## src/swhd_pkg.sv

```systemverilog
// ----------------------------------------------------------------------------
// swhd_pkg
// Shared constants, register codes and cell control types for the sliding
// window hit detector.
// ----------------------------------------------------------------------------
package swhd_pkg;

	localparam int MAX_WINDOW = 64;
	localparam int TICK_W     = 32;
	localparam int CFG_W      = 7;
	localparam int CNT_W      = $clog2(MAX_WINDOW + 1);
	localparam int IDX_W      = $clog2(MAX_WINDOW);
	localparam int CMP_W      = (CNT_W > CFG_W) ? CNT_W : CFG_W;

	localparam logic [CFG_W-1:0] WIN_RST = CFG_W'(64);
	localparam logic [CFG_W-1:0] HIT_RST = CFG_W'(8);
	localparam logic [CFG_W-1:0] RUN_RST = CFG_W'(4);

	typedef enum logic [1:0] {
		REG_WINDOW  = 2'd0,
		REG_HIT_THR = 2'd1,
		REG_RUN_THR = 2'd2
	} reg_idx_t;

	typedef struct packed {
		logic              shift;
		logic [TICK_W-1:0] probe;
		logic [CNT_W-1:0]  win;
		logic [CNT_W-1:0]  count;
		logic [CFG_W-1:0]  run_thr;
	} cell_ctrl_t;

endpackage

```

## src/swhd_cell.sv

```systemverilog
// ----------------------------------------------------------------------------
// swhd_cell
// One slot of the hit tick chain: holds a tick and its adjacency flag toward
// the next newer slot, shifts on a hit, flags expiry when it is the oldest.
// ----------------------------------------------------------------------------
module swhd_cell import swhd_pkg::*; (
	input  logic              clk,
	input  logic [IDX_W-1:0]  idx,
	input  cell_ctrl_t        ctrl,
	input  logic [TICK_W-1:0] tick_in,
	input  logic              adj_in,
	output logic [TICK_W-1:0] tick_q,
	output logic              adj_q,
	output logic              expired,
	output logic              run_ok
);

	logic [TICK_W-1:0] age;
	logic [CMP_W-1:0]  pos;

	assign pos = CMP_W'(idx);
	assign age = ctrl.probe - tick_q;

	// oldest slot is position count-1
	assign expired = (CMP_W'(ctrl.count) == pos + CMP_W'(1)) &&
		(age >= TICK_W'(ctrl.win));

	// flag this slot will hold after the shift, or slot outside the run
	assign run_ok = adj_in || (pos >= CMP_W'(ctrl.run_thr));

	always_ff @(posedge clk) begin
		if (ctrl.shift) begin
			tick_q <= tick_in;
			adj_q  <= adj_in;
		end
	end

endmodule

```

## config.mk

```make
export PLATFORM = sky130hd
export DESIGN_NAME = swhd_cell
export DESIGN_NICKNAME = d
export VERILOG_FILES = /design/src/swhd_pkg.sv /design/src/swhd_cell.sv
export SDC_FILE = /design/constraint.sdc
export NUM_CORES = 1
export LEC_CHECK = 0
export BUFFER_PORTS_ARGS = -buffer_cell sky130_fd_sc_hd__buf_2
export CAP_MARGIN = 10
export CORE_MARGIN = 4
export CORE_UTILIZATION = 47
export CTS_CLUSTER_DIAMETER = 60
export DETAILED_ROUTE_END_ITERATION = 10
export HOLD_SLACK_MARGIN = 0.06
export PLACE_DENSITY = 0.79
export SLEW_MARGIN = 5
export SYNTH_ARGS = -nofsm -noshare
export SYNTH_HDL_FRONTEND = slang
export SYNTH_SLANG_ARGS = --single-unit
```

## constraint.sdc

```tcl
create_clock -name clk -period 4.2 [get_ports clk]
set_input_delay 0.42 -clock clk [delete_from_list [all_inputs] [get_ports clk]]
set_output_delay 0.42 -clock clk [all_outputs]
set_load 0.005 [all_outputs]
```

# == Word level (Yosys, flattened, before mapping) ==
# Index checks and enable logic that the tools add are counted.
# classes
n_addsub,2
magnitude_cmp,2
n_eq_ne,1
reduce_logical,2
# op_table
op,n
32-bit by 7-bit >= comparator with 1-bit output,1
32-bit subtractor,1
6-bit by 1-bit adder with 7-bit output (second input constant),1
7-bit equality test,1
6-bit by 7-bit >= comparator with 1-bit output,1
1-bit logical AND,1
1-bit logical OR,1
# totals
register_bits,33
in_bits,94
output_inout_bits,35
word_cells,9

# == Depth between registers and ports, before layout ==
# Gate-level depths: netlist of the first run.
# logic_depth
depth_word,3
mapped_depth,17
mapped_depth_nobuf,17

# == Worst setup path before layout of the first run ==
# Ideal clock, no wire load.
# synth_timing
path_kind,in2out
start,input port ctrl[21] (netlist bit)
end,output port expired
arrival_ps,3661
required_time_ps,3780
path_slack_ps,119
cell_stages,16
n_path_buf,0
cell_sequence,inv_1 ha_1 fa_1 nor2b_1 o2111ai_1 a21boi_0 nor2_1 ha_1 nor3_1 o2111ai_1 or4_1 or3_1 a2111oi_2 nand4_1 nor4b_2 nor3_1
# synth_between
elab_chain_cells,3
# synth_lines
element,line,rtl
"start, declared",swhd_cell.sv:9,"input cell_ctrl_t ctrl,"
32-bit subtractor,swhd_cell.sv:22,assign age = ctrl.probe - tick_q;
32-bit by 7-bit >= comparator with 1-bit output,swhd_cell.sv:26,(age >= TICK_W'(ctrl.win));
1-bit logical AND,swhd_cell.sv:25,assign expired = (CMP_W'(ctrl.count) == pos + CMP_W'(1)) &&
"end, declared",swhd_cell.sv:14,"output logic expired,"
# Every way passes these cells.

# == Final worst setup path of the first run ==
# layout_timing
start,register tick_q[0]
end,output port expired
# layout_between
elab_chain_cells,3
# layout_lines
element,line,rtl
"start, declared",swhd_cell.sv:12,"output logic [TICK_W-1:0] tick_q,"
"start signal, assigned",swhd_cell.sv:33,tick_q <= tick_in;
32-bit subtractor,swhd_cell.sv:22,
32-bit by 7-bit >= comparator with 1-bit output,swhd_cell.sv:26,
1-bit logical AND,swhd_cell.sv:25,
# Every way passes these cells.

==> flow_summary.json, run 1 <==
{
  "relSlewSlack_pct": 52.69,
  "ys_types": 57,
  "cts_tree": "yes",
  "drt_wl_total_um": 11590,
  "area_of_the_multi_input_gates_mm2": 0.002544,
  "antenna_left": 0,
  "grt_pass1_vias": 4077,
  "syn_inst": 463,
  "final-max-slew-violation-count": 0,
  "report.final.setup_viol": 1,
  "drive_above_1_share_pct": 28.33,
  "ys_seq_elements": 33,
  "layout.area.seq_um2": 991.0,
  "num_vias": 4139,
  "viasPerCell": 5.896,
  "cp_data_required_time_ns": 3.78,
  "critical_path.cell_chain": "ha_2 -> fa_2 -> nor2b_4 -> o2111ai_2 -> buf_4 -> nand2_2 -> nor2_1 -> nor2_1 -> ha_1 -> nand2_1 -> o2111ai_1 -> or4_1 -> or3_1 -> a2111oi_2 -> nand4_1 -> nor4b_4 -> nor3_2 -> buf_2",
  "final.min_clock_period_ns": 4.641,
  "min_from": "tick_in[24]",
  "worstHoldPathCells": 1,
  "final-instance-count-excl-fill": 702,
  "hold_path_class": "in2reg",
  "critical_path_peak_fanout": 4,
  "violations": "negative setup slack",
  "crit_path_max_incr_delay_ns": 0.51,
  "clkTransAtPathRegs_ns": 0.07,
  "cpLargestDelayFamily": "simple AND/OR/NAND/NOR gates",
  "pre_cts_slack_ns": -0.4465,
  "hold_viol_final": 0,
  "critical_path_class": "reg2out",
  "dpl.hpwl_um": 9719,
  "dpl-instance-area_mm2": 0.004606,
  "netlist_top_cells_area": "edfxtp_1 (26%), ha_1 (15%), a21oi_1 (6.1%)",
  "power.leakage_nw": 2.284,
  "tritoncts.num_buffers": 5,
  "synth_common_cells": "inv_1 (54), a21oi_1 (46), ha_1 (45), nand2_1 (36), edfxtp_1 (33)",
  "die_area_mm2": 0.009503,
  "ioPinCount": 129,
  "synthMostInstantiatedCell": "inv_1",
  "grt_antenna_before_repair": 0,
  "power_per_cell_area_mw_per_mm2": 267.6,
  "globalRoute.totalOverflow": 0,
  "whs_endpoint": "tick_q[24]$_DFFE_PP_",
  "clock.fmax_ghz": 0.2155,
  "core_area_mm2": 0.007767,
  "final_net_count": 739,
  "gr-usage-all-layers_pct": 23.99,
  "place.port_buffers": 128,
  "postCtsHoldBufs": 0,
  "critical_path_buf_inv_count": 2,
  "worst-endpoint-arrival_ns": 4.22,
  "htreeDepth": 2,
  "area_growth_syn_to_layout_pct": 25.80,
  "place_inst": 694,
  "fill_cell_total_of_the_finished_layout": 694,
  "grt_start_max_net_pins": 34,
  "ys_warn_count": 0,
  "max_slew.worst_pin.slew_ns": 0.7096,
  "wl_per_cell_um": 16.51,
  "std_cell_rows": 32,
  "synthDominantAreaCellType": "edfxtp_1",
  "synth.yosys.seq_area_share_pct": 26.33,
  "fin_setup_tns_ns": -0.4410,
  "synth_async_sr_flop_share_pct": 0,
  "fin_ws_ns": -0.4410,
  "chipHeight_um": 97.49,
  "crit_top_cell": "nor2_1",
  "antenna-diode-count": 0,
  "gp_congestion": 0.9604,
  "floorplan.initialDensity_pct": 48.45,
  "maxCapViolations": 0,
  "die_width_um": 97.49,
  "cts_max_path_buffers": 2,
  "route.detailed.drc": 0,
  "critical-path-slowest-cell": "or4_1",
  "drt-initial-drc-count": 360,
  "syn_area_per_cell_um2": 8.129,
  "synthFlopType": "edfxtp_1",
  "drt_pass1_iterations": 5,
  "ctsRootBufferMaster": "clkbuf_8",
  "wire_length_of_the_first_global_routing_pass_um": 19060,
  "period_share_pct": 110.5,
  "postLayoutCellArea_mm2": 0.004735,
  "vdd_ir_drop_max_uv": 256.4,
  "synth_enable_flop_cells": 33,
  "synthDominantCellAreaShare_pct": 26.33,
  "outcome": "finished, violations left",
  "numClockSinks": 33,
  "start_kind": "flop",
  "unrepaired_setup_endpoints_after_global_routing": "yes",
  "critPathCaptureType": "output port",
  "syn_nets": 603,
  "syn_area_mm2": 0.003764
}
[registers in the layout (all words and copies together) (netlist names)]
name / flops
adj_q: 1
tick_q: 32
[cell usage in the layout (no fill, tap or decap), types with 3 or more instances in the layout]
master     netlist  routed
nand2b_1         9       9
buf_2            1     128
nor3_1          11      10
a211oi_1         6       6
edfxtp_1        33      33
nor3b_1          3       3
mux2i_1          9       9
clkbuf_8         0       5
or2_2            3       3
o21a_1           7       7
a21oi_1         46      45
nor2_1          23      23
nand3b_1         3       3
xnor2_1          8       8
a21o_1          11      11
o21ai_0         24      24
o22ai_1          3       3
ha_1            45      44
xor2_1           7       7
or3_1            7       7
nand4_1          9       9
a31oi_1          5       5
nor2b_1          6       5
and3_1           4       4
nand3_1         16      16
and2_1           5       5
o2111ai_1        5       4
o21bai_1         3       3
buf_4            0      19
inv_1           54      54
o211ai_1         5       5
nand2_1         36      35
[layer usage]
| layer | vias up | global-route usage [%] | wire length [um] |
|---|---|---|---|
| met5 | - | 0 | 0 |
| met4 | 0 | 9.159 | 373 |
| met3 | 29 | 4.810 | 1108 |
| met2 | 241 | 41.01 | 5502 |
| met1 | 1883 | 29.64 | 4603 |
| li1 | 1986 | - | - |
[area by class of cell]
type | instances | share of cell area, %
clock buffer | 5 | 1.453
inverter | 54 | 4.281
clock inverter | 3 | 0.3700
timing repair buffer | 147 | 16.54
sequential | 33 | 20.93
multi-input combinational | 358 | 53.73
tap | 102 | 2.696
[kinds of logic after synthesis]
group / count (synthesis) / share of synthesized area, %
mux: 9 / 2.394
compound gates: 143 / 25.03
buf+inv: 72 / 7.214
xor+xnor: 15 / 3.491
simple gates: 145 / 20.05
fa+ha+maj: 46 / 15.49
flops: 33 / 26.33
[power breakdown]
part / internal [mW] / switching [mW] / total, mW
clock network: 0.114 / 0.115 / 0.229
registers: 0.392 / 0.0134 / 0.406
logic: 0.275 / 0.357 / 0.632
[worst max-delay path by stage]
stage / from / cells after the start / slack [ns] / to
floorplan: ctrl[21] / 16 / 0.12 / expired
global placement: ctrl[21] / 18 / -0.31 / expired
detailed placement: ctrl[21] / 18 / -0.45 / expired
CTS: tick_q[0]$_DFFE_PP_ / 18 / -0.44 / expired
global route: tick_q[0]$_DFFE_PP_ / 18 / -0.62 / expired
finish: tick_q[0]$_DFFE_PP_ / 18 / -0.44 / expired
[repair_timing]
item                       CTS  global route
resized for setup            7             4
setup endpoints to repair    1             1
setup buffers                0             0
pin swaps                    2             2
[per-stage QoR]
stage	total power, mW	util (%)	hold slack, ns
floorplan	0.8037	-	0.5189
global placement	1.006	59.29	0.5966
detailed placement	1.021	59.29	0.5981
CTS	1.256	60.68	0.3037
global route	1.363	60.95	0.2964
finish	1.267	60.95	0.3114
(Power assumes the default switching activity.)
==> run 2: changes to the inputs <==
--- a/config.mk
+++ b/config.mk
@@ -10,7 +10,9 @@
 export CORE_MARGIN = 4
 export CORE_UTILIZATION = 47
 export CTS_CLUSTER_DIAMETER = 60
+export CTS_CLUSTER_SIZE = 8
 export DETAILED_ROUTE_END_ITERATION = 10
+export GPL_TIMING_DRIVEN = 0
 export HOLD_SLACK_MARGIN = 0.06
 export PLACE_DENSITY = 0.79
 export SLEW_MARGIN = 5
==> flow_summary.json, run 2 (synthesis results as in run 1) <==
{
  "antenna_left": 0,
  "gp_congestion": 0.9550,
  "whs_ns": 0.3136,
  "crit_path_max_incr_delay_ns": 0.54,
  "most-common-layout-cells": "buf_2 (129), inv_1 (54), a21oi_1 (44)",
  "unrepaired_setup_endpoints_after_global_routing": "yes",
  "final.min_clock_period_ns": 4.740,
  "fill_cell_total_of_the_finished_layout": 711,
  "clock.fmax_ghz": 0.2110,
  "outcome": "finished, violations left",
  "critical_path_class": "reg2out",
  "ctsRootBufferMaster": "clkbuf_8",
  "numClockSinks": 33,
  "grt_antenna_before_repair": 0,
  "largest_registers": "tick_q (32), adj_q (1)",
  "layout.area.seq_um2": 991.0,
  "cts_max_path_buffers": 2,
  "regMostFlops": "tick_q",
  "drt-initial-drc-count": 302,
  "die_area_mm2": 0.009503,
  "drt_pass1_iterations": 5,
  "place.port_buffers": 128,
  "fin_ws_ns": -0.5396,
  "total_power_mw": 1.315,
  "violations": "negative setup slack",
  "report.final.setup_viol": 1,
  "num_vias": 4089,
  "largest_register_ffs": 32,
  "htreeDepth": 2,
  "globalRoute.totalOverflow": 0,
  "max_slew.worst_pin.slew_ns": 0.7071,
  "grt_pass1_vias": 3916,
  "cp_data_required_time_ns": 3.78,
  "antenna-diode-count": 0,
  "worst-endpoint-arrival_ns": 4.32,
  "route.detailed.drc": 0,
  "area_of_the_multi_input_gates_mm2": 0.002589,
  "critical-path-slowest-cell": "or4_4",
  "final-max-slew-violation-count": 0,
  "cts_tree": "yes",
  "wire_length_of_the_first_global_routing_pass_um": 18600,
  "start_kind": "flop",
  "drt_wl_total_um": 11570,
  "relSlewSlack_pct": 52.86,
  "period_share_pct": 112.8,
  "maxCapViolations": 0,
  "vdd_ir_drop_max_uv": 301.5,
  "power.leakage_nw": 2.250,
  "worstHoldPathCells": 1,
  "viasPerCell": 5.792,
  "power_per_cell_area_mw_per_mm2": 276.0,
  "final_net_count": 743,
  "std_cell_rows": 32,
  "hold_path_class": "in2reg",
  "gr-usage-all-layers_pct": 23.63,
  "clkTransAtPathRegs_ns": 0.07,
  "area_growth_syn_to_layout_pct": 26.56,
  "hold_viol_final": 0,
  "tritoncts.num_buffers": 5,
  "chipHeight_um": 97.49,
  "grt_start_max_net_pins": 34,
  "die_width_um": 97.49,
  "dpl.hpwl_um": 9541,
  "critPathCaptureType": "output port",
  "drive_above_1_share_pct": 26.66,
  "critical_path.cell_chain": "ha_2 -> fa_2 -> nor2b_4 -> o2111ai_4 -> nand2_1 -> nor2_1 -> nor2_1 -> ha_2 -> nand2_2 -> o2111ai_1 -> or4_4 -> or3_4 -> a2111oi_4 -> nand4_1 -> nor4b_4 -> nor3_2 -> buf_2",
  "floorplan.initialDensity_pct": 48.45,
  "ioPinCount": 129,
  "core_area_mm2": 0.007767,
  "final_common_cell": "buf_2",
  "wl_per_cell_um": 16.39,
  "critical_path_peak_fanout": 3
}
[run 2: final cells by class]
cell class              count  area share [%]
plain buffers              18           1.445
clock buffers               6           1.524
clock inverters             2          0.7092
inverters                  54           4.255
multi-input cells         358           54.35
flip-flops and latches     33           20.80
well taps                 102           2.679
repair buffers            133           14.24
[run 2: what timing repair did]
item                                    4_1_cts  5_1_grt
gates cloned                                  0        0
hold buffers                                  0        0
buffers inserted                              4        1
resized for setup                            15        4
pin swaps                                     7        5
endpoints found under the setup margin        1        1
[run 2: worst paths after layout]
check	from	endpoint	slack, ns
worst min-delay path	tick_in[7]	tick_q[7]$_DFFE_PP_	0.31
worst max-delay path	tick_q[0]$_DFFE_PP_	expired	-0.54
[run 2: worst max-delay path: cells and delay by family (launching register included)]
kind / cells / cell delay, ns
simple gates: 10 / 2.15
fa+ha+maj: 3 / 0.88
compound gates: 3 / 0.48
flops: 1 / 0.39
buf+inv: 1 / 0.14
[run 2: metrics by stage]
step / cell area, um^2 / std cells / utilization [%] / worst slack [ns] / setup TNS [ns]
after floorplan: 3764 / 463 / - / 0.1191 / 0
after global placement: 4532 / 693 / 58.34 / -0.7904 / -0.7904
after detailed placement: 4532 / 693 / 58.34 / -0.7770 / -0.7770
after CTS: 4733 / 705 / 60.94 / -0.5850 / -0.5850
after global routing: 4763 / 706 / 61.32 / -0.6969 / -0.6969
final: 4763 / 706 / 61.32 / -0.5396 / -0.5396
[run 2: power breakdown]
part / switching, mW / leakage, nW / internal (mW) / total (mW)
Combinational: 0.367 / 1.87 / 0.260 / 0.627
Clock: 0.107 / 0.0528 / 0.175 / 0.282
Sequential: 0.0136 / 0.323 / 0.393 / 0.406
Total: 0.487 / 2.25 / 0.828 / 1.31
[run 2: per-layer routing]
layer	part of all wire, %	global-route usage, %
met1	41	30.95
met2	48	40.12
met3	9.7	4.235
met4	1.9	6.070
met5	0	0
